==> src/alfg_pkg.sv <==
// Package for the additive lagged-Fibonacci generator.
// Table geometry, seeding constants, command codes, index helpers, sequencer states and the fill write bus.
// No dependencies.
package alfg_pkg;

    localparam int TABLE_DEPTH = 55;
    localparam int IDX_W       = $clog2(TABLE_DEPTH);

    localparam logic [IDX_W-1:0] TOP_INDEX   = IDX_W'(TABLE_DEPTH - 1);
    localparam logic [IDX_W-1:0] SHORT_START = IDX_W'(23);
    localparam logic [IDX_W-1:0] LONG_START  = IDX_W'(54);

    localparam logic [31:0] LCG_MUL    = 32'd69069;
    localparam logic [31:0] LCG_ADD    = 32'd1725307361;
    localparam logic [31:0] RESET_SEED = 32'd1;

    // command carried on s_tuser
    localparam logic CMD_DRAW   = 1'b0;
    localparam logic CMD_RESEED = 1'b1;

    typedef enum logic [1:0] {
        S_IDLE,
        S_FILL,
        S_READ,
        S_ADD
    } state_t;

    typedef struct packed {
        logic             en;
        logic [IDX_W-1:0] addr;
        logic [31:0]      data;
    } fill_wr_t;

    // out-of-range index (never reached) is taken as the top entry
    function automatic logic [IDX_W-1:0] clamp_index(input logic [IDX_W-1:0] ix);
        if (ix == '0 || ix > TOP_INDEX) begin
            return TOP_INDEX;
        end
        return ix;
    endfunction

    // count down through TOP_INDEX..1 with wrap
    function automatic logic [IDX_W-1:0] step_down(input logic [IDX_W-1:0] ix);
        if (ix <= IDX_W'(1)) begin
            return TOP_INDEX;
        end
        return ix - IDX_W'(1);
    endfunction

endpackage

==> src/alfg_seed_gen.sv <==
// Seed expander: walks the whole table once, one entry a cycle, with the 69069 LCG.
// Runs a seed-1 pass straight out of reset. Depends on alfg_pkg.
module alfg_seed_gen (
    input  logic              aclk,
    input  logic              aresetn,
    input  logic              start,
    input  logic [31:0]       seed,
    output alfg_pkg::fill_wr_t wr,
    output logic              done
);

    logic [31:0]                s_reg, s_next;
    logic [alfg_pkg::IDX_W-1:0] idx_reg, idx_next;
    logic                       active_reg, active_next;
    logic                       last;

    assign last = (idx_reg == alfg_pkg::TOP_INDEX);

    always_comb begin
        s_next      = s_reg;
        idx_next    = idx_reg;
        active_next = active_reg;
        if (start) begin
            s_next      = seed;
            idx_next    = '0;
            active_next = 1'b1;
        end else if (active_reg) begin
            s_next   = s_reg * alfg_pkg::LCG_MUL + alfg_pkg::LCG_ADD;
            idx_next = idx_reg + alfg_pkg::IDX_W'(1);
            if (last) begin
                active_next = 1'b0;
            end
        end
    end

    always_ff @(posedge aclk) begin
        if (!aresetn) begin
            s_reg      <= alfg_pkg::RESET_SEED;
            idx_reg    <= '0;
            active_reg <= 1'b1;
        end else begin
            s_reg      <= s_next;
            idx_reg    <= idx_next;
            active_reg <= active_next;
        end
    end

    assign wr.en   = active_reg;
    assign wr.addr = idx_reg;
    assign wr.data = s_reg + {16'd0, s_reg[31:16]};
    assign done    = active_reg && last;

endmodule

==> src/additive_lagged_fibonacci_rng_top.sv <==
// Top level of the additive lagged-Fibonacci generator (lags 23 and 54).
// Holds the 55-word table, the two lag indices, the sequencer and the output register.
// Depends on alfg_pkg and alfg_seed_gen.
//
//  channel | ports              | payload
//  --------+--------------------+-------------------------------------------
//  input   | s_tvalid/s_tready  | s_tuser = cmd, s_tdata = seed
//  result  | m_tvalid/m_tready  | m_tdata[30:0] = value, bit 31 zero
//
// A draw runs through accept, table read (two read ports, registered),
// then add and write-back at the long index. In a reseed the seed expander
// writes one entry a cycle through the single write port.
// After reset the expander runs a seed-1 pass; s_tready is low.
// A finished value waits in the output register; a further draw may start,
// but holds in its add cycle until that value has been taken.
module additive_lagged_fibonacci_rng_top (
    input  logic        aclk,
    input  logic        aresetn,
    input  logic        s_tvalid,
    output logic        s_tready,
    input  logic [31:0] s_tdata,   // [31:0] seed
    input  logic        s_tuser,   // [0] cmd
    output logic        m_tvalid,
    input  logic        m_tready,
    output logic [31:0] m_tdata    // [30:0] value, [31] zero
);

    localparam int IW = alfg_pkg::IDX_W;

    alfg_pkg::state_t   state_reg, state_next;
    logic [IW-1:0]      short_idx_reg, short_idx_next;
    logic [IW-1:0]      long_idx_reg, long_idx_next;
    logic [IW-1:0]      j_idx, k_idx;
    logic               out_valid_reg, out_valid_next;
    logic [30:0]        value_reg, value_next;

    logic [31:0]        table_mem [alfg_pkg::TABLE_DEPTH];
    logic [31:0]        rd_j_reg, rd_k_reg;
    logic [31:0]        sum;

    logic               s_accept;
    logic               fill_start;
    logic               draw_write;
    logic               fill_done;
    alfg_pkg::fill_wr_t fill_wr;

    assign s_accept = s_tvalid && s_tready;
    assign j_idx    = alfg_pkg::clamp_index(short_idx_reg);
    assign k_idx    = alfg_pkg::clamp_index(long_idx_reg);
    assign sum      = rd_k_reg + rd_j_reg;

    alfg_seed_gen u_seed_gen (
        .aclk    (aclk),
        .aresetn (aresetn),
        .start   (fill_start),
        .seed    (s_tdata),
        .wr      (fill_wr),
        .done    (fill_done)
    );

    // next state
    always_comb begin
        state_next = state_reg;
        case (state_reg)
            alfg_pkg::S_IDLE: begin
                if (s_accept) begin
                    state_next = (s_tuser == alfg_pkg::CMD_RESEED) ? alfg_pkg::S_FILL
                                                                    : alfg_pkg::S_READ;
                end
            end
            alfg_pkg::S_FILL: begin
                if (fill_done) begin
                    state_next = alfg_pkg::S_IDLE;
                end
            end
            alfg_pkg::S_READ: state_next = alfg_pkg::S_ADD;
            alfg_pkg::S_ADD: begin
                if (draw_write) begin
                    state_next = alfg_pkg::S_IDLE;
                end
            end
            default: state_next = alfg_pkg::S_IDLE;
        endcase
    end

    // sequencer outputs
    always_comb begin
        s_tready   = 1'b0;
        fill_start = 1'b0;
        draw_write = 1'b0;
        case (state_reg)
            alfg_pkg::S_IDLE: begin
                s_tready   = 1'b1;
                fill_start = s_tvalid && (s_tuser == alfg_pkg::CMD_RESEED);
            end
            alfg_pkg::S_ADD: begin
                // the add only completes once the output register has room
                draw_write = !out_valid_reg || m_tready;
            end
            default: begin
                s_tready = 1'b0;
            end
        endcase
    end

    // indices and output register
    always_comb begin
        short_idx_next = short_idx_reg;
        long_idx_next  = long_idx_reg;
        out_valid_next = out_valid_reg;
        value_next     = value_reg;
        if (m_tready) begin
            out_valid_next = 1'b0;
        end
        if (fill_start) begin
            short_idx_next = alfg_pkg::SHORT_START;
            long_idx_next  = alfg_pkg::LONG_START;
        end
        if (draw_write) begin
            short_idx_next = alfg_pkg::step_down(j_idx);
            long_idx_next  = alfg_pkg::step_down(k_idx);
            out_valid_next = 1'b1;
            value_next     = sum[30:0];
        end
    end

    always_ff @(posedge aclk) begin
        if (!aresetn) begin
            state_reg     <= alfg_pkg::S_FILL;
            short_idx_reg <= alfg_pkg::SHORT_START;
            long_idx_reg  <= alfg_pkg::LONG_START;
            out_valid_reg <= 1'b0;
        end else begin
            state_reg     <= state_next;
            short_idx_reg <= short_idx_next;
            long_idx_reg  <= long_idx_next;
            out_valid_reg <= out_valid_next;
        end
    end

    always_ff @(posedge aclk) begin
        value_reg <= value_next;
    end

    // lag table: one write port, two registered read ports
    always_ff @(posedge aclk) begin
        if (fill_wr.en) begin
            table_mem[fill_wr.addr] <= fill_wr.data;
        end else if (draw_write) begin
            table_mem[k_idx] <= sum;
        end
        rd_j_reg <= table_mem[j_idx];
        rd_k_reg <= table_mem[k_idx];
    end

    assign m_tvalid = out_valid_reg;
    assign m_tdata  = {1'b0, value_reg};

    // long index always leads the short one by 31 places around the 54-entry ring
    a_lag_spacing: assert property (@(posedge aclk) disable iff (!aresetn)
        (long_idx_reg == short_idx_reg + IW'(31)) ||
        (short_idx_reg == long_idx_reg + IW'(23)))
        else $error("lag indices out of step");

    // a pending value that is not taken holds the add step
    a_no_overwrite: assert property (@(posedge aclk) disable iff (!aresetn)
        (state_reg == alfg_pkg::S_ADD && out_valid_reg && !m_tready)
        |=> (state_reg == alfg_pkg::S_ADD))
        else $error("draw completed over an untaken value");

    // the expander writes only while the sequencer waits for it
    a_fill_owned: assert property (@(posedge aclk) disable iff (!aresetn)
        fill_wr.en |-> (state_reg == alfg_pkg::S_FILL))
        else $error("table fill outside the fill state");

    // end of fill returns to idle
    a_fill_done: assert property (@(posedge aclk) disable iff (!aresetn)
        fill_done |=> (state_reg == alfg_pkg::S_IDLE) && !fill_wr.en)
        else $error("fill did not finish cleanly");

endmodule
==> config.mk <==
export PLATFORM = sky130hd
export DESIGN_NAME = additive_lagged_fibonacci_rng_top
export DESIGN_NICKNAME = d
export VERILOG_FILES = /design/src/alfg_pkg.sv /design/src/alfg_seed_gen.sv /design/src/additive_lagged_fibonacci_rng_top.sv
export SDC_FILE = /design/constraint.sdc
export NUM_CORES = 2
export LEC_CHECK = 0
export BUFFER_PORTS_ARGS = -buffer_cell sky130_fd_sc_hd__buf_2
export CORE_AREA = 2 2 408 491
export DETAILED_ROUTE_END_ITERATION = 12
export DIE_AREA = 0 0 410 493
export PLACE_DENSITY_LB_ADDON = 0.15
export RECOVER_POWER = 50
export SKIP_LAST_GASP = 1
export SYNTH_ARGS = -nofsm -noshare
export SYNTH_HDL_FRONTEND = slang
export SYNTH_SLANG_ARGS = --single-unit
export TNS_END_PERCENT = 30
==> constraint.sdc <==
create_clock -name aclk -period 14.5 [get_ports aclk]
set_input_delay 2.9 -clock aclk [delete_from_list [all_inputs] [get_ports aclk]]
set_output_delay 2.9 -clock aclk [all_outputs]
set_load 0.01 [all_outputs]
After elaboration in Yosys (flattened, before gate mapping)
Memory sizes are Yosys's and may differ from the RTL's. A register that Yosys moved wholly into a read port is not among the register bits.
Cells that the tools add are included.
W data, S select, Z words.
{"block": "totals", "reg_bits": 85, "ramBits": 1760, "input_bits": 37, "output_inout_bits": 34, "memories": 1}
{"block": "op_classes", "addsub": 6, "mul": 1, "order_cmp": 4, "n_eq_ne": 7, "n_mux": 40, "bitwise": 1, "n_reduce_logical": 16}
{"name": "table_mem", "depth": 55, "word_bits": 32, "rd": 2, "rd_ports_with_merged_regs": 2, "wr": 1, "line": "additive_lagged_fibonacci_rng_top.sv:37", "source": "logic [31:0] table_mem [alfg_pkg::TABLE_DEPTH];"}
{"cell": "$mux W32", "n": 3}
{"cell": "$mux W6", "n": 13}
{"cell": "$add A32 B16 Y32", "n": 1}
{"cell": "$add A32 B31 Y32 const B", "n": 1}
{"cell": "$add A32 B32 Y32", "n": 1}
{"cell": "$mul A32 B17 Y32 const B", "n": 1}
{"cell": "$reduce_or A32 Y1", "n": 1}
{"cell": "$mux W1", "n": 19}
{"cell": "$gt A6 B6 Y1 const B", "n": 2}
{"cell": "$le A6 B1 Y1 const B", "n": 2}
{"cell": "$logic_not A6 Y1", "n": 2}
{"cell": "$sub A6 B1 Y6 const B", "n": 2}
{"cell": "$mux W2", "n": 4}
{"cell": "$pmux W2 S4", "n": 1}
{"cell": "$add A6 B1 Y6 const B", "n": 1}
{"cell": "$eq A6 B6 Y1 const B", "n": 1}
{"cell": "$ne A2 B2 Y1 const B", "n": 3}
{"cell": "$reduce_bool A2 Y1", "n": 3}
{"cell": "$eq A2 B2 Y1 const B", "n": 2}
{"cell": "$logic_and A1 B1 Y1", "n": 3}
{"cell": "$logic_or A1 B1 Y1", "n": 3}
{"cell": "$reduce_and A3 Y1", "n": 1}
{"cell": "$eq A2 B1 Y1 const B", "n": 1}
{"cell": "$logic_not A2 Y1", "n": 1}
{"cell": "other kinds (3)", "n": 3}

Logic depth before layout (Yosys ltp)
{"block": "logic_depth", "depth_word": 9, "ltp_mapped": 23, "depth_no_buf": 22}

Hierarchy
A second synthesis with hierarchy kept.
{"block": "hier_totals", "cells_unflattened": 8380, "area_unflattened_um2": 96732.8}
{"mod": "additive_lagged_fibonacci_rng_top", "n_inst": 1, "cells_per_inst": 7259, "area_each_um2": 86763.2, "seq_area_each_um2": 53671.5}
{"mod": "alfg_seed_gen", "n_inst": 1, "cells_per_inst": 1121, "area_each_um2": 9969.6, "seq_area_each_um2": 780.7}

Worst setup path after synthesis
OpenSTA, ideal clock, no wires.
{"block": "synth_timing", "kind": "input port to flip-flop", "start": "in m_tready", "end": "mem table_mem[0][28], data pin", "setup_time_ns": 0.650, "arrival_ns": 7.006, "setup_slack_ns": 6.844, "path_stages": 7, "n_path_buf": 2, "path_cell_list": "nand2b_1 nand3_1 inv_1 nand2_1 clkbuf_1 buf_1 o31ai_1"}
{"block": "synth_via", "elab_chain_len": 7}
{"element": "from (decl)", "line": "additive_lagged_fibonacci_rng_top.sv:24", "source": "input logic m_tready,"}
{"element": "$logic_or A1 B1 Y1", "line": "additive_lagged_fibonacci_rng_top.sv:98", "source": "draw_write = !out_valid_reg || m_tready;"}
{"element": "$mux W1", "line": "additive_lagged_fibonacci_rng_top.sv:91", "source": "case (state_reg)"}
{"element": "named net draw_write", "line": "additive_lagged_fibonacci_rng_top.sv:43", "source": "logic draw_write;"}
{"element": "$mux W1", "line": "additive_lagged_fibonacci_rng_top.sv:149", "source": "end else if (draw_write) begin"}
{"element": "$mux W1", "line": "additive_lagged_fibonacci_rng_top.sv:147", "source": "if (fill_wr.en) begin"}
{"element": "$mux W1 (not written as such)", "line": "additive_lagged_fibonacci_rng_top.sv:150", "source": "table_mem[k_idx] <= sum;"}
{"element": "$reduce_or A32 Y1 (no line)"}
{"element": "$mux W32 (no line)"}
{"element": "to (decl)", "line": "additive_lagged_fibonacci_rng_top.sv:37"}
The timed path passes the listed nets, and every way through them passes these cells.

Final worst setup path
{"block": "layout_timing", "start": "reg short_idx_reg[0]", "end": "reg rd_j_reg[19], read port of table_mem"}
{"block": "layout_via", "elab_chain_len": 4, "elab_cells_between_ends": 5, "classes_between": "order compare: 1; mux: 2; reduce/logical: 2"}
{"element": "from (decl)", "line": "additive_lagged_fibonacci_rng_top.sv:31", "source": "logic [IW-1:0] short_idx_reg, short_idx_next;"}
{"element": "from (signal assigned)", "line": "additive_lagged_fibonacci_rng_top.sv:130", "source": "short_idx_reg <= alfg_pkg::SHORT_START;"}
{"element": "from (signal assigned)", "line": "additive_lagged_fibonacci_rng_top.sv:135", "source": "short_idx_reg <= short_idx_next;"}
{"element": "$gt A6 B6 Y1 or $logic_not A6 Y1 (tied branches)", "line": "alfg_pkg.sv:36", "source": "if (ix == '0 || ix > TOP_INDEX) begin"}
{"element": "$logic_or A1 B1 Y1", "line": "alfg_pkg.sv:36"}
{"element": "$mux W1", "line": "alfg_pkg.sv:36"}
{"element": "$mux W6 *", "line": "alfg_pkg.sv:39", "source": "return ix;"}
{"element": "to (decl)", "line": "additive_lagged_fibonacci_rng_top.sv:38", "source": "logic [31:0] rd_j_reg, rd_k_reg;"}
Mark *: on every way between the ends. The rest lies on a longest branch, timed or not.
A chain may end at the register's enable or synchronous reset.

==> impl_metrics.ini <==
[placed_design]
hpwl_mm = 200
dpl_cell_area_um2 = 101000
io_buffers = 69
pre_cts_slack_ns = 7.64
place.gp.congestion = 0.956

[setup_path]
cpPeakStageDelay_ns = 2.80
critPathArrivalTime_ns = 10.94
crit_fanout = 97
timing.rr.start = short_idx_reg[0]
path_cells = a31oi_1 > o22ai_4 > buf_12 > or2_0 > nand2_1 > o22ai_1 > nor3_1 > nor2_1 > o21ai_1 > o221ai_1
cp_num_buf_inv = 1
worstSetupStartpointType = register
rrSetupSlack_ns = 4.29
cpMaxStageDelayCell = or2_0
r2r_cells = 10
worstPathRequired_ns = 15.24
end_kind = register
cp-startpoint = short_idx_reg[0]
reg2reg_to = rd_j_reg[19]
critPathKind = reg2reg
crit_family = simple AND/OR/NAND/NOR gates

[layout]
multiInputGateArea_um2 = 40600
finish.instance_area_um2 = 107000
areaGrowthSynthToFinish_pct = 9.42
final-seq-area_um2 = 54500
largest_reg_flops = 1705
fin_nets = 7983
fillers = 16381
final_layout_size_suffix_gt1_share_pct = 8.92

[yosys]
synth_seq_area_share_pct = 55.5
synth_cell_types = 77
yosys_warnings = 0
synth_edf_count = 1736
synth_cells = 7756
async_flop_share_pct = 0
synth_area_um2 = 98100
synth_nets = 8154
synth-seq-cells = 1852
synth_top_area_cell = edfxtp_1
synth_ff_type = edfxtp_1
synth.area.top_cells = edfxtp_1 (53%), mux2i_1 (15%), o221ai_1 (3.3%)
yosys.area.top_type_share_pct = 53.2
avgSynthCellArea_um2 = 12.6

[floorplan]
fp.dieW_um = 410
die_height_um = 493
die_area_um2 = 202000
core_area_um2 = 197000
floorplan.initialDensity_pct = 49.7
io_pins = 71
row_count = 179

[clock_tree]
post_cts_resized = 0
cts.clk_slew.worst_paths_ns = 0.06
cts_max_level = 4
cts_hold_buf = 0
numCtsBuffers = 191
tritoncts = done
ctsRootBufferMaster = clkbuf_16
cts_buffer_depth = 3
clock_sinks = 1852
cts_setup_buffers = 0
clk_latency_ns = 0.87

[status]
status = finished with violations
violations = capacitance limit, slew limit

[job]
max-cap-violations = 43

[sta]
setup_tns_ns = 0
setup_viol = 0
worst_pin_slew_ns = 3.85
fin_crit_ns = 10.21
relSlewSlack_pct = -157
final.setup.worst_slack_ns = 4.29
max_freq_mhz = 98.0
hold_ws_ns = 0.556
finalCritPeriodShare_pct = 70.4
hold_viol = 0
rsz0062_at_grt = false
slew_violations = 2094
fin_worst_skew_ns = 0.0568

[grt]
grt_pass1_vias = 68257
antenna_found_initial = 15
grt_first_pass_wirelength_mm = 477
grt_overflow = 0
grt_usage_pct = 32.1
grt_max_degree = 155

[route]
vias = 69651
drc = 0
drt_iter0_drc = 8298
ant_nets = 0
wl_mm = 332
wl_per_cell_um = 32.0
viasPerCell = 6.71
first_pass_iters = 8

[power_and_ir_drop]
p_leak_nw = 40.4
p_comb_share_pct = 58.1
pwr-share-seq_pct = 25.4
internal_power_w = 0.0169
p_clk_share_pct = 16.5
max-vdd-ir-drop_v = 0.00119
switchingPower_w = 0.0129
sw_frac_of_total_pct = 43.2
power_density_nw_per_um2 = 278

[hold_path]
hp-start = m_tvalid
min_to = m_tvalid
hold_path_class = reg2reg
hold_depth = 2
[power groups by stage]
stage	registers [W]	clock network (W)	logic, W
after floorplan	0.00752	0	0.0124
after CTS	0.00741	0.00495	0.0173
after global placement	0.00752	0	0.0170
after detailed placement	0.00753	0	0.0172
final	0.00758	0.00490	0.0173
after global routing	0.00760	0.00514	0.0192
[cell usage after synthesis (all sizes together), types with 29 or more instances]
library cell / instances
edfxtp: 1736
mux2i: 1433
nor2: 775
o22ai: 447
clkbuf: 418
o221ai: 373
inv: 310
o21ai: 259
nand2: 228
ha: 201
buf: 185
fa: 160
a21oi: 153
a31oi: 143
and3: 135
dfxtp: 116
nor3: 80
nand3: 78
mux2: 73
xnor2: 69
a311oi: 66
mux4: 62
xor2: 35
a21o: 29
[metrics by stage]
step	total power (W)	utilization, %	cells
global placement	0.0246	51.4	10016
global route	0.0320	54.4	10371
CTS	0.0297	54.5	10370
detailed placement	0.0248	51.4	10016
finish	0.0298	54.4	10374
floorplan	0.0199	-	7756
[routing by layer]
layer  global-route usage [%]  vias up  share of wire [%]
li1                         -    29559                  -
met1                     42.5    35605                 39
met2                     52.8     3724                 48
met3                     6.05      755                9.4
met4                     11.5        8                3.8
met5                        0        -              0.014
[final cells by class]
cell class	count	share of cell area, %
inverters	310	1.09
diodes	4	0.00933
multi-input cells	4991	37.8
clock buffers	259	4.88
flip-flops and latches	1852	50.8
clock inverters	95	0.834
repair buffers	239	1.54
well taps	2624	3.06
[worst max-delay path by stage]
stage,slack (ns),endpoint,cells after the start
floorplan,6.84,table_mem[0][28],7
global placement,7.70,u_seed_gen.s_reg[24],18
detailed placement,7.64,u_seed_gen.s_reg[30],18
CTS,7.63,u_seed_gen.s_reg[30],18
global route,4.05,rd_k_reg[30],10
finish,4.29,rd_j_reg[19],10
[cell usage in the layout (no fill, tap or decap), types with 135 or more instances in the layout]
master	instances
inv_1	306
a31oi_1	143
nor2_1	710
clkbuf_16	197
ha_1	201
mux2i_1	1432
and3_1	135
a21oi_1	145
o221ai_1	373
edfxtp_1	1736
o22ai_1	445
nand2_1	224
fa_1	160
[cells by family after synthesis]
kind of cell | synth area share [%]
buffers and inverters | 3.81
adder cells (fa/ha/maj) | 5.83
AO/OA/AOI/OAI | 10.9
flip-flops | 55.5
multiplexers | 16.9
AND/OR/NAND/NOR | 6.10
XOR/XNOR | 0.929
other | 0.00382
[worst min-delay path, stage by stage, from the launching register on]
cell,delay [ns]
dfxtp_1,0.31
nand2b_1,0.11
a21boi_0,0.09
Power figures use the tool's default switching activity.
